<file path="src/rtl/vss_pkg.sv">
`default_nettype none
// ----------------------------------------------------------------------------
// vss_pkg
// Shared types and constants of the speech segment smoother: register map,
// register layout, reset values, field widths and queue depth.
// ----------------------------------------------------------------------------
package vss_pkg;

    localparam int unsigned MERGE_W     = 10;
    localparam int unsigned MIN_W       = 12;
    localparam int unsigned SHIFT_W     = 7;
    localparam int unsigned FLEN_W      = 8;
    localparam int unsigned FRAME_OUT_W = 24;
    localparam int unsigned MS_W        = 32;
    localparam int unsigned APB_DATA_W  = 32;
    localparam int unsigned APB_ADDR_W  = 4;
    localparam int unsigned Q_DEPTH     = 4;

    localparam logic [MERGE_W-1:0] MERGE_RST = MERGE_W'(50);
    localparam logic [MIN_W-1:0]   MIN_RST   = MIN_W'(200);
    localparam logic [SHIFT_W-1:0] SHIFT_RST = SHIFT_W'(10);
    localparam logic [FLEN_W-1:0]  FLEN_RST  = FLEN_W'(25);

    typedef enum logic [1:0] {
        CFG_MERGE_GAP  = 2'd0,
        CFG_MIN_SPEECH = 2'd1,
        CFG_SHIFT_MS   = 2'd2,
        CFG_FLEN_MS    = 2'd3
    } t_cfg_idx;

    typedef struct packed {
        logic [MERGE_W-1:0] merge_gap_frames;
        logic [MIN_W-1:0]   min_speech_frames;
        logic [SHIFT_W-1:0] frame_shift_ms;
        logic [FLEN_W-1:0]  frame_len_ms;
    } t_cfg;

endpackage
`default_nettype wire

</file>
<file path="src/rtl/vad_segment_smoother.sv">
`default_nettype none
// ----------------------------------------------------------------------------
// vad_segment_smoother
// Groups per-frame speech flags into intervals, merges close ones and
// reports the long ones with frame and millisecond stamps.
// Throughput: one frame word per cycle while the queue has room; a frame
// that closes two intervals fills two queue slots, the back drains one
// interval word per cycle unless the receiver stalls. An interval passes
// the queue and then the output register. The input stalls while fewer
// than two queue slots are free. Reset (synchronous, active low) clears the
// stream state, queue pointers and output valid, loads register defaults.
// ----------------------------------------------------------------------------
module vad_segment_smoother #(
    parameter int unsigned FRAME_INDEX_BITS = 24
) (
    input  wire                                  i_clk,
    input  wire                                  i_rst_n,
    input  wire                                  psel,
    input  wire                                  penable,
    input  wire                                  pwrite,
    input  wire  [vss_pkg::APB_ADDR_W-1:0]       paddr,
    input  wire  [vss_pkg::APB_DATA_W-1:0]       pwdata,
    output logic [vss_pkg::APB_DATA_W-1:0]       prdata,
    output logic                                 pready,
    input  wire                                  i_in_valid,
    output logic                                 o_in_stall,
    input  wire                                  i_speech_flag,
    input  wire                                  i_end_of_stream,
    output logic                                 o_out_valid,
    input  wire                                  i_out_stall,
    output logic [vss_pkg::FRAME_OUT_W-1:0]      o_start_frame,
    output logic [vss_pkg::FRAME_OUT_W-1:0]      o_end_frame,
    output logic [vss_pkg::MS_W-1:0]             o_start_ms,
    output logic [vss_pkg::MS_W-1:0]             o_end_ms,
    output logic                                 o_last_result
);

    localparam int unsigned EW = 2 * FRAME_INDEX_BITS + 1;
    localparam int unsigned DW = vss_pkg::APB_DATA_W;

    vss_pkg::t_cfg     r_cfg;
    vss_pkg::t_cfg_idx reg_idx;
    logic              wr_en;
    logic              q_full, q_valid, q_pop;
    logic [1:0]        push_n;
    logic [EW-1:0]     entry0, entry1, q_data;

    assign reg_idx = vss_pkg::t_cfg_idx'(paddr[3:2]);
    assign wr_en   = psel && penable && pwrite;
    assign pready  = 1'b1;

    always_ff @(posedge i_clk) begin
        if (!i_rst_n) begin
            r_cfg.merge_gap_frames  <= vss_pkg::MERGE_RST;
            r_cfg.min_speech_frames <= vss_pkg::MIN_RST;
            r_cfg.frame_shift_ms    <= vss_pkg::SHIFT_RST;
            r_cfg.frame_len_ms      <= vss_pkg::FLEN_RST;
        end else if (wr_en) begin
            unique case (reg_idx)
                vss_pkg::CFG_MERGE_GAP: begin
                    r_cfg.merge_gap_frames <= pwdata[vss_pkg::MERGE_W-1:0];
                end
                vss_pkg::CFG_MIN_SPEECH: begin
                    r_cfg.min_speech_frames <= pwdata[vss_pkg::MIN_W-1:0];
                end
                vss_pkg::CFG_SHIFT_MS: begin
                    r_cfg.frame_shift_ms <= pwdata[vss_pkg::SHIFT_W-1:0];
                end
                vss_pkg::CFG_FLEN_MS: begin
                    r_cfg.frame_len_ms <= pwdata[vss_pkg::FLEN_W-1:0];
                end
            endcase
        end
    end

    always_comb begin
        unique case (reg_idx)
            vss_pkg::CFG_MERGE_GAP:  prdata = DW'(r_cfg.merge_gap_frames);
            vss_pkg::CFG_MIN_SPEECH: prdata = DW'(r_cfg.min_speech_frames);
            vss_pkg::CFG_SHIFT_MS:   prdata = DW'(r_cfg.frame_shift_ms);
            vss_pkg::CFG_FLEN_MS:    prdata = DW'(r_cfg.frame_len_ms);
        endcase
    end

    assign o_in_stall = q_full;

    vss_front #(
        .FIB (FRAME_INDEX_BITS)
    ) u_front (
        .i_clk           (i_clk),
        .i_rst_n         (i_rst_n),
        .i_cfg           (r_cfg),
        .i_in_valid      (i_in_valid),
        .i_q_full        (q_full),
        .i_speech_flag   (i_speech_flag),
        .i_end_of_stream (i_end_of_stream),
        .o_push_n        (push_n),
        .o_entry0        (entry0),
        .o_entry1        (entry1)
    );

    vss_queue #(
        .EW (EW)
    ) u_queue (
        .i_clk    (i_clk),
        .i_rst_n  (i_rst_n),
        .i_push_n (push_n),
        .i_wdata0 (entry0),
        .i_wdata1 (entry1),
        .i_pop    (q_pop),
        .o_full   (q_full),
        .o_valid  (q_valid),
        .o_rdata  (q_data)
    );

    vss_back #(
        .FIB (FRAME_INDEX_BITS)
    ) u_back (
        .i_clk         (i_clk),
        .i_rst_n       (i_rst_n),
        .i_cfg         (r_cfg),
        .i_q_valid     (q_valid),
        .i_q_data      (q_data),
        .o_pop         (q_pop),
        .o_out_valid   (o_out_valid),
        .i_out_stall   (i_out_stall),
        .o_start_frame (o_start_frame),
        .o_end_frame   (o_end_frame),
        .o_start_ms    (o_start_ms),
        .o_end_ms      (o_end_ms),
        .o_last_result (o_last_result)
    );

endmodule
`default_nettype wire

</file>
<file path="src/rtl/vss_front.sv">
`default_nettype none
// ----------------------------------------------------------------------------
// vss_front
// Takes one frame word per cycle while the queue has room, tracks runs and
// the held interval, and hands up to two finished intervals to the queue.
// ----------------------------------------------------------------------------
module vss_front #(
    parameter int unsigned FIB = 24
) (
    input  wire                   i_clk,
    input  wire                   i_rst_n,
    input  wire vss_pkg::t_cfg    i_cfg,
    input  wire                   i_in_valid,
    input  wire                   i_q_full,
    input  wire                   i_speech_flag,
    input  wire                   i_end_of_stream,
    output logic [1:0]            o_push_n,
    output logic [2*FIB:0]        o_entry0,
    output logic [2*FIB:0]        o_entry1
);

    localparam int unsigned LW = (FIB + 1 > vss_pkg::MIN_W) ? FIB + 1 : vss_pkg::MIN_W;
    localparam int unsigned GW = (FIB > vss_pkg::MERGE_W) ? FIB : vss_pkg::MERGE_W;

    typedef struct packed {
        logic [FIB-1:0] seg_start;
        logic [FIB-1:0] seg_end;
        logic           last_result;
    } t_entry;

    logic [FIB-1:0] r_frame, n_frame;
    logic           r_in_run, n_in_run;
    logic [FIB-1:0] r_run_start, n_run_start;
    logic           r_have, n_have;
    logic [FIB-1:0] r_pend_start, n_pend_start;
    logic [FIB-1:0] r_pend_end, n_pend_end;

    logic           accept;
    logic           fin;
    logic [FIB-1:0] fs, fe, gap, bs, be;
    logic           merge, a_ok, b_ok;
    t_entry         ent0, ent1;

    function automatic logic is_long(input logic [FIB-1:0] s, input logic [FIB-1:0] e,
                                     input logic [vss_pkg::MIN_W-1:0] min_len);
        logic [LW-1:0] len;
        len = LW'(e) - LW'(s) + LW'(1);
        return len >= LW'(min_len);
    endfunction

    assign accept = i_in_valid && !i_q_full;

    always_comb begin
        n_frame      = r_frame;
        n_in_run     = r_in_run;
        n_run_start  = r_run_start;
        n_have       = r_have;
        n_pend_start = r_pend_start;
        n_pend_end   = r_pend_end;
        fin          = 1'b0;
        fs           = r_frame;
        fe           = r_frame;
        a_ok         = 1'b0;
        b_ok         = 1'b0;
        bs           = r_pend_start;
        be           = r_pend_end;

        if (i_speech_flag) begin
            if (!r_in_run) begin
                n_in_run    = 1'b1;
                n_run_start = r_frame;
            end
            if (i_end_of_stream) begin
                fin = 1'b1;
                fs  = r_in_run ? r_run_start : r_frame;
                fe  = r_frame;
            end
        end else if (r_in_run) begin
            fin = 1'b1;
            fs  = r_run_start;
            fe  = (r_frame > r_run_start) ? r_frame - FIB'(1) : r_run_start;
        end

        gap   = (fs >= r_pend_end) ? fs - r_pend_end : '0;
        merge = r_have && (GW'(gap) <= GW'(i_cfg.merge_gap_frames));

        if (fin) begin
            n_in_run = 1'b0;
            if (merge) begin
                n_pend_end = fe;
            end else begin
                a_ok         = r_have && is_long(r_pend_start, r_pend_end,
                                                 i_cfg.min_speech_frames);
                n_pend_start = fs;
                n_pend_end   = fe;
                n_have       = 1'b1;
            end
        end

        if (i_end_of_stream) begin
            bs           = n_pend_start;
            be           = n_pend_end;
            b_ok         = n_have && is_long(n_pend_start, n_pend_end,
                                             i_cfg.min_speech_frames);
            n_frame      = '0;
            n_in_run     = 1'b0;
            n_run_start  = '0;
            n_have       = 1'b0;
            n_pend_start = '0;
            n_pend_end   = '0;
        end else if (r_frame != {FIB{1'b1}}) begin
            n_frame = r_frame + FIB'(1);
        end
    end

    always_comb begin
        ent1.seg_start   = bs;
        ent1.seg_end     = be;
        ent1.last_result = 1'b1;
        if (a_ok) begin
            ent0.seg_start   = r_pend_start;
            ent0.seg_end     = r_pend_end;
            ent0.last_result = !b_ok;
        end else begin
            ent0 = ent1;
        end
        if (!accept) begin
            o_push_n = 2'd0;
        end else begin
            o_push_n = 2'(a_ok) + 2'(b_ok);
        end
    end

    assign o_entry0 = ent0;
    assign o_entry1 = ent1;

    always_ff @(posedge i_clk) begin
        if (!i_rst_n) begin
            r_frame      <= '0;
            r_in_run     <= 1'b0;
            r_run_start  <= '0;
            r_have       <= 1'b0;
            r_pend_start <= '0;
            r_pend_end   <= '0;
        end else if (accept) begin
            r_frame      <= n_frame;
            r_in_run     <= n_in_run;
            r_run_start  <= n_run_start;
            r_have       <= n_have;
            r_pend_start <= n_pend_start;
            r_pend_end   <= n_pend_end;
        end
    end

endmodule
`default_nettype wire

</file>
<file path="src/rtl/vss_queue.sv">
`default_nettype none
// ----------------------------------------------------------------------------
// vss_queue
// Short interval queue between front and back; takes up to two words per
// cycle and gives up to one.
// ----------------------------------------------------------------------------
module vss_queue #(
    parameter int unsigned EW = 49
) (
    input  wire           i_clk,
    input  wire           i_rst_n,
    input  wire  [1:0]    i_push_n,
    input  wire  [EW-1:0] i_wdata0,
    input  wire  [EW-1:0] i_wdata1,
    input  wire           i_pop,
    output logic          o_full,
    output logic          o_valid,
    output logic [EW-1:0] o_rdata
);

    localparam int unsigned DEPTH = vss_pkg::Q_DEPTH;
    localparam int unsigned PW    = $clog2(DEPTH);
    localparam int unsigned CW    = PW + 1;

    logic [EW-1:0] r_mem [DEPTH];
    logic [PW-1:0] r_wp, n_wp;
    logic [PW-1:0] r_rp, n_rp;
    logic [CW-1:0] r_count, n_count;
    logic          pop;

    assign pop     = i_pop && (r_count != '0);
    assign o_valid = (r_count != '0);
    assign o_rdata = r_mem[r_rp];
    // room for two words is needed before the front takes another frame
    assign o_full  = (r_count > CW'(DEPTH - 2));

    always_comb begin
        n_wp    = r_wp + PW'(i_push_n);
        n_rp    = r_rp + PW'(pop);
        n_count = r_count + CW'(i_push_n) - CW'(pop);
    end

    always_ff @(posedge i_clk) begin
        if (i_push_n != 2'd0) begin
            r_mem[r_wp] <= i_wdata0;
        end
        if (i_push_n == 2'd2) begin
            r_mem[r_wp + PW'(1)] <= i_wdata1;
        end
    end

    always_ff @(posedge i_clk) begin
        if (!i_rst_n) begin
            r_wp    <= '0;
            r_rp    <= '0;
            r_count <= '0;
        end else begin
            r_wp    <= n_wp;
            r_rp    <= n_rp;
            r_count <= n_count;
        end
    end

endmodule
`default_nettype wire

</file>
<file path="src/rtl/vss_back.sv">
`default_nettype none
// ----------------------------------------------------------------------------
// vss_back
// Converts queued intervals to frame and millisecond stamps and holds them
// in the output register.
// ----------------------------------------------------------------------------
module vss_back #(
    parameter int unsigned FIB = 24
) (
    input  wire                                  i_clk,
    input  wire                                  i_rst_n,
    input  wire vss_pkg::t_cfg                   i_cfg,
    input  wire                                  i_q_valid,
    input  wire  [2*FIB:0]                       i_q_data,
    output logic                                 o_pop,
    output logic                                 o_out_valid,
    input  wire                                  i_out_stall,
    output logic [vss_pkg::FRAME_OUT_W-1:0]      o_start_frame,
    output logic [vss_pkg::FRAME_OUT_W-1:0]      o_end_frame,
    output logic [vss_pkg::MS_W-1:0]             o_start_ms,
    output logic [vss_pkg::MS_W-1:0]             o_end_ms,
    output logic                                 o_last_result
);

    localparam int unsigned MS_W = vss_pkg::MS_W;
    localparam int unsigned PW   = MS_W + vss_pkg::SHIFT_W;

    typedef struct packed {
        logic [FIB-1:0] seg_start;
        logic [FIB-1:0] seg_end;
        logic           last_result;
    } t_entry;

    t_entry            ent;
    logic              load;
    logic [PW-1:0]     start_prod, end_prod;
    logic              r_valid;
    logic [vss_pkg::FRAME_OUT_W-1:0] r_start_frame, r_end_frame;
    logic [MS_W-1:0]   r_start_ms, r_end_ms;
    logic              r_last;

    assign ent   = i_q_data;
    assign load  = i_q_valid && (!r_valid || !i_out_stall);
    assign o_pop = load;

    assign start_prod = PW'(MS_W'(ent.seg_start)) * PW'(i_cfg.frame_shift_ms);
    assign end_prod   = PW'(MS_W'(ent.seg_end)) * PW'(i_cfg.frame_shift_ms)
                        + PW'(i_cfg.frame_len_ms);

    always_ff @(posedge i_clk) begin
        if (!i_rst_n) begin
            r_valid <= 1'b0;
        end else if (load) begin
            r_valid <= 1'b1;
        end else if (!i_out_stall) begin
            r_valid <= 1'b0;
        end
    end

    always_ff @(posedge i_clk) begin
        if (load) begin
            r_start_frame <= vss_pkg::FRAME_OUT_W'(ent.seg_start);
            r_end_frame   <= vss_pkg::FRAME_OUT_W'(ent.seg_end);
            r_start_ms    <= start_prod[MS_W-1:0];
            r_end_ms      <= end_prod[MS_W-1:0];
            r_last        <= ent.last_result;
        end
    end

    assign o_out_valid   = r_valid;
    assign o_start_frame = r_start_frame;
    assign o_end_frame   = r_end_frame;
    assign o_start_ms    = r_start_ms;
    assign o_end_ms      = r_end_ms;
    assign o_last_result = r_last;

endmodule
`default_nettype wire

</file>
<file path="config.mk">
export PLATFORM = sky130hd
export DESIGN_NAME = vad_segment_smoother
export DESIGN_NICKNAME = d
export VERILOG_FILES = /design/src/rtl/vss_pkg.sv /design/src/rtl/vad_segment_smoother.sv /design/src/rtl/vss_front.sv /design/src/rtl/vss_queue.sv /design/src/rtl/vss_back.sv
export SDC_FILE = /design/constraint.sdc
export NUM_CORES = 2
export LEC_CHECK = 0
export ABC_AREA = 1
export BUFFER_PORTS_ARGS = -buffer_cell sky130_fd_sc_hd__buf_4
export CAP_MARGIN = 20
export CELL_PAD_IN_SITES_DETAIL_PLACEMENT = 1
export CELL_PAD_IN_SITES_GLOBAL_PLACEMENT = 1
export CORE_AREA = 4 4 309 311
export DETAILED_ROUTE_END_ITERATION = 10
export DIE_AREA = 0 0 313 315
export PLACE_DENSITY = 0.85
export SLEW_MARGIN = 20
export SYNTH_ARGS = -nofsm -noshare
export SYNTH_HDL_FRONTEND = slang
export SYNTH_SLANG_ARGS = --single-unit
</file>
<file path="constraint.sdc">
create_clock -name i_clk -period 12.9 [get_ports i_clk]
set_input_delay 1.29 -clock i_clk [delete_from_list [all_inputs] [get_ports i_clk]]
set_output_delay 1.29 -clock i_clk [all_outputs]
set_load 0.005 [all_outputs]
</file>
Yosys cells after proc, flatten, opt, wreduce, memory -nomap -nowiden. Memory sizes are Yosys's and may differ from the RTL's. A register that Yosys moved wholly into a read port is not among the register bits. Cells that the tools add are included.

Bits of input ports: 45. Memories: 1. Logic and storage cells: 114. Bits in writable memories: 196. Flip-flop bits (word level): 255. Output and inout port bits: 148.

Add/sub/neg operators: 14. $lt $le $gt $ge: 6. Eq/ne operators: 6. Multiply operators: 2. Multiplexer cells: 40. Reduce and logical (&&, ||, !) cells: 26.

Memories: u_queue.r_mem (words 4, bits a word 49, read ports 1, clocked after memory_dff 1, wr ports 2, RTL line vss_queue.sv:25) `logic [EW-1:0] r_mem [DEPTH];`.

Operators with widths (number): 2-to-1 mux 24 bit (18); case mux 32 bit (4 select lines) (1); multiplier 24 x 7 -> 31 bit (2); adder 25 x 1 -> 25 bit, second input constant (2); >= comparator 25 x 12 -> 1 bit (2); subtractor 24 x 24 -> 25 bit (2); 2-to-1 mux 49 bit (1); adder 31 x 8 -> 32 bit (1); adder 24 x 1 -> 24 bit, second input constant (1); >= comparator 24 bit (1); greater-than comparator 24 bit (1); less-or-equal comparator 24 x 10 -> 1 bit (1); inequality test 24 bit, second input constant (1); subtractor 24 x 1 -> 24 bit, second input constant (1); subtractor 24 bit (1); 2-to-1 mux 1 bit (18); AND reduction 2 bit (7); logical AND 1 bit (8); equality test 2 bit, second input constant (3); nonzero test 2 bit (3); nonzero test 3 bit (2); zero test 1 bit (4); 2-to-1 mux 2 bit (2); adder 3 x 2 -> 3 bit (1); other kinds (10) (10).

Longest topological paths before layout.
Depth after elaboration: 19. Mapped depth: 67. Gate-level depth less buffers: 63.

Modules after synthesis. Synthesis repeated with hierarchy kept, for this count alone.

Cell total of the unflattened synthesis: 5922. Area total of the unflattened synthesis: 41989.0 µm².

By module, submodules not included: vss_back (cells an instance 2109, area each 16061.7 µm², instances 1); vss_front (cells an instance 2504, area each 14293.7 µm², instances 1); vss_queue (cells an instance 1020, area each 9761.9 µm², instances 1); vad_segment_smoother (cells an instance 289, area each 1871.8 µm², instances 1).

Worst setup path after synthesis. Ideal clock, no wire load.

Path type: input to register. From: in i_end_of_stream. To: mem u_queue.r_mem[2][10] (enable). Path buffers: 3. Library setup time: 0.522 ns. Data arrival time: 11.755 ns. Setup slack: 0.622 ns. Stages on the path: 56. Cell sequence: clkbuf_1 nor2_1 clkbuf_1 o21ai_0 inv_1 ha_1 inv_1 fa_1 nand2_1 nand2_1 nand3_1 nand2_1 nand3_1 nand4_2 nand3_1 inv_1 ha_1 nand2_1 [... 20 more ...] o21ai_0 xor2_1 ha_1 nand2_1 inv_1 nand2_1 nand2_1 a211oi_1 nand2_1 nor2_1 nand3_1 nand2_1 nor2_1 ha_1 inv_1 nor2_1 nor2_1 o21ai_0.

RTL lines: from (decl) (RTL line vad_segment_smoother.sv:28) `input wire i_end_of_stream,`; to (decl) (RTL line vss_queue.sv:25).

==> reports/results.txt <==
Leakage - 0.0215 uW
CP max stage delay - 0.74 ns
Area occupied by multi-input gates - 0.0241 mm2
Cell family contributing the most delay on the critical path - simple AND/OR/NAND/NOR gates
Setup crit start kind - primary input
Routed wire per std cell - 21.6 um
# DRC - 0
Initial antenna violation count - 0
Total power - 11000 uW
Final Max Tran Viols - 0
Worst Hold Launch - u_front.r_run_start[23]$_SDFFE_PN0P_
Endpoints failing hold - 0
Max Used Layer - met4
Seq/Total Area, Yosys - 30.4%
H-tree Lvls - 2
CP Depth - 55
Max Freq - 87.9 MHz
Global route overflow - 0
Max-Cap Viols - 0
Largest net degree at the start of global routing - 78
Max FO, Critical Path - 24
Placed cell area - 0.0421 mm2
Arrival time at the worst endpoint - 11.71 ns
Core Footprint - 0.0928 mm2
Final Setup Violations - 0
Number of synthesized register bits - 451
Die Span X - 313 um
R2R depth - 60
Boundary pin count - 193
Relative slew slack - 30.0%
Switching part of the total - 48.7%
Final Skew - 0.0445 ns
Worst path required time - 13.24 ns
CTS Root Cell - clkbuf_16
Full die area - 0.0986 mm2
Most common cell after layout, fill and taps aside - nand2_1
Syn_area_per_cell - 7.41 um2
ANT nets after route - 0
Critical path type - in -> reg
FILL cells - 11700
Mapped cell area - 0.0396 mm2
Setup Fix Bufs, Post-CTS - 0
Hold_buf cts - 0
Vias - 37600
Rows - 112
Met3 wire length - 9480 um
Routed WL - 145000 um
Worst skew pair latency - 0.68 ns
Clock share of power - 15.7%
Post-synth EDFFs - 304
Commonest cells after routing, fill and taps aside - nand2_1, inv_1, nand3_1, nor2_1, a21oi_1
Synth-to-Final Area Change - 11.1%
GRT Total Usage - 29.0%
RSZ-0062 raised after global routing - no
WL met1 - 57300 um
First-pass GRT wire length - 224000 um
Vias in the first global route - 39600
CTS tree - yes
Worst Path Buf+Inv - 11
Tmin final - 11.37 ns
RR Endpoint - u_queue.r_mem[2][36]$_DFFE_PP_
Worst Hold Depth - 2
Ant. Diodes - 0
Met2 wire length - 70700 um
Min-Delay Path Class - reg -> reg
Comb power frac - 64.5%
I/O Buffers - 148
Worst setup EP type - register
Worst Tran Pin Value - 1.05 ns
Peak supply drop - 0.180 mV
Hold Path End - u_front.r_run_start[23]$_SDFFE_PN0P_
Routability cong. - 0.944
Pint - 5650 uW
Async set or reset register ratio after synthesis - 0%
Synth warn - 0
Worst-path clk slew - 0.05 ns
Most used cell, CP - inv_1
R2r startpoint - u_front.r_in_run$_SDFFE_PN0P_
DP HPWL - 108000 um
Layout cells sized above 1 - 6.90%
NetSw - 5360 uW
Run status - completed
Fin Setup TNS - 0 ns
Sequential share of power - 19.8%
Design area - 0.0440 mm2
Distinct cells, synth - 51
Synth Instances - 5348
Period utilization - 88.1%
Crit-path slowest cell - o21ai_0
Reg2reg setup slack - 1.67 ns
Die height - 315 um
Clock Path Buffers - 3
Starting Density - 42.7%
CTS Buf Count - 54
Layout Nets - 5981
Synth Flop Type - edfxtp_1
CTS sink cnt - 451
Post-CTS Resized - 0
Power Dens Cells - 250 mW/mm2
DR iter-0 viols - 2364
DRT Pass-1 Iters - 6
Drt via density - 5.60
Total area of sequential cells - 0.0121 mm2
-- how the worst max path moves through the flow --
stage	start	end	slack, ns
after detailed placement	i_end_of_stream	u_queue.r_mem[2][36]$_DFFE_PP_	0.93
after global routing	i_end_of_stream	u_queue.r_mem[2][36]$_DFFE_PP_	0.65
after global placement	i_end_of_stream	u_queue.r_mem[2][36]$_DFFE_PP_	1.22
final	i_end_of_stream	u_queue.r_mem[2][36]$_DFFE_PP_	1.53
after floorplan	i_end_of_stream	u_queue.r_mem[2][10]$_DFFE_PP_	0.62
after CTS	i_end_of_stream	u_queue.r_mem[2][45]$_DFFE_PP_	1.56
-- flip-flops by register name, summed over array words and instances (netlist names), 31 cells and up --
name               count
u_queue.r_mem        196
u_back.o_start_ms     31
r_cfg                 37
u_back.o_end_ms       32
-- area by class of cell --
class	count	area share, %
clock buffers	68	3.40
flip-flops and latches	451	27.4
multi-input cells	3985	54.7
well taps	1254	3.56
clock inverters	33	1.10
repair buffers	205	3.83
inverters	705	6.01
-- worst register-to-register path: cells and delay by family, from the launching register on --
family	cells	cell delay, ns
xor gates and xnor gates	1	0.12
buffers and inverters	12	1.51
adders and majority gates	8	2.37
DFF	1	0.92
AOI/OAI and AO/OA	9	1.71
and+or+nand+nor	30	4.28
-- cells in the mapped netlist (2+ instances only) --
cell type / instances / area share [%]
nand2_2: 3 / 0.047
fa_1: 230 / 12
nand2_4: 11 / 0.31
a21boi_0: 3 / 0.057
o21ai_1: 2 / 0.025
buf_2: 17 / 0.21
buf_4: 23 / 0.44
dfxtp_1: 147 / 7.4
conb_1: 2 / 0.019
or2_2: 31 / 0.49
a21oi_1: 314 / 4.0
inv_2: 9 / 0.085
buf_1: 26 / 0.25
nand3b_1: 11 / 0.21
o2111ai_1: 2 / 0.044
a21o_1: 7 / 0.13
nor3_1: 29 / 0.37
a221oi_1: 4 / 0.088
nand3_1: 611 / 7.7
buf_6: 3 / 0.085
inv_1: 688 / 6.5
and2_1: 2 / 0.032
ha_1: 304 / 9.6
a31oi_1: 8 / 0.13
o21a_1: 10 / 0.19
xor2_1: 84 / 1.9
o22ai_1: 3 / 0.047
nand2_1: 1661 / 16
clkbuf_1: 157 / 1.5
nor4_1: 14 / 0.22
nor2_1: 336 / 3.2
o21bai_1: 11 / 0.21
a211oi_1: 7 / 0.13
xnor2_1: 32 / 0.71
nor2_2: 5 / 0.079
nand4_1: 28 / 0.44
edfxtp_1: 304 / 23
clkinv_1: 8 / 0.076
o21ai_0: 168 / 2.1
o211ai_1: 22 / 0.42
-- metal layers --
layer / vias up / track usage, %
met2: 1236 / 50.9
met5: - / 0
li1: 17300 / -
met1: 18600 / 35.1
met3: 342 / 4.56
met4: 0 / 13.1
-- power groups by stage --
stage	logic, uW	registers [uW]	clock network, uW
2_1_floorplan	4740	2250	0
3_3_place_gp	6530	2190	0
3_5_place_dp	6970	2210	0
4_1_cts	7060	2180	1760
5_1_grt	7920	2200	1820
6_report	7100	2180	1730
-- metrics by stage --
step / util [%] / hold WS [ns] / instances / worst slack (ns)
after floorplan: - / 0.435 / 5368 / 0.622
after global placement: 45.3 / 0.446 / 6600 / 1.22
after detailed placement: 45.3 / 0.459 / 6600 / 0.932
after CTS: 47.5 / 0.468 / 6701 / 1.56
after global routing: 47.5 / 0.491 / 6701 / 0.649
final: 47.5 / 0.465 / 6701 / 1.53
-- cells by family after synthesis --
| kind of cell | share of synthesized area (%) |
|---|---|
| fa+ha+maj | 21.2 |
| simple gates | 28.9 |
| flops | 30.4 |
| buf+inv | 9.18 |
| other cells | 0.0189 |
| xor+xnor | 2.56 |
| compound gates | 7.68 |
Power figures use the tool's default switching activity.
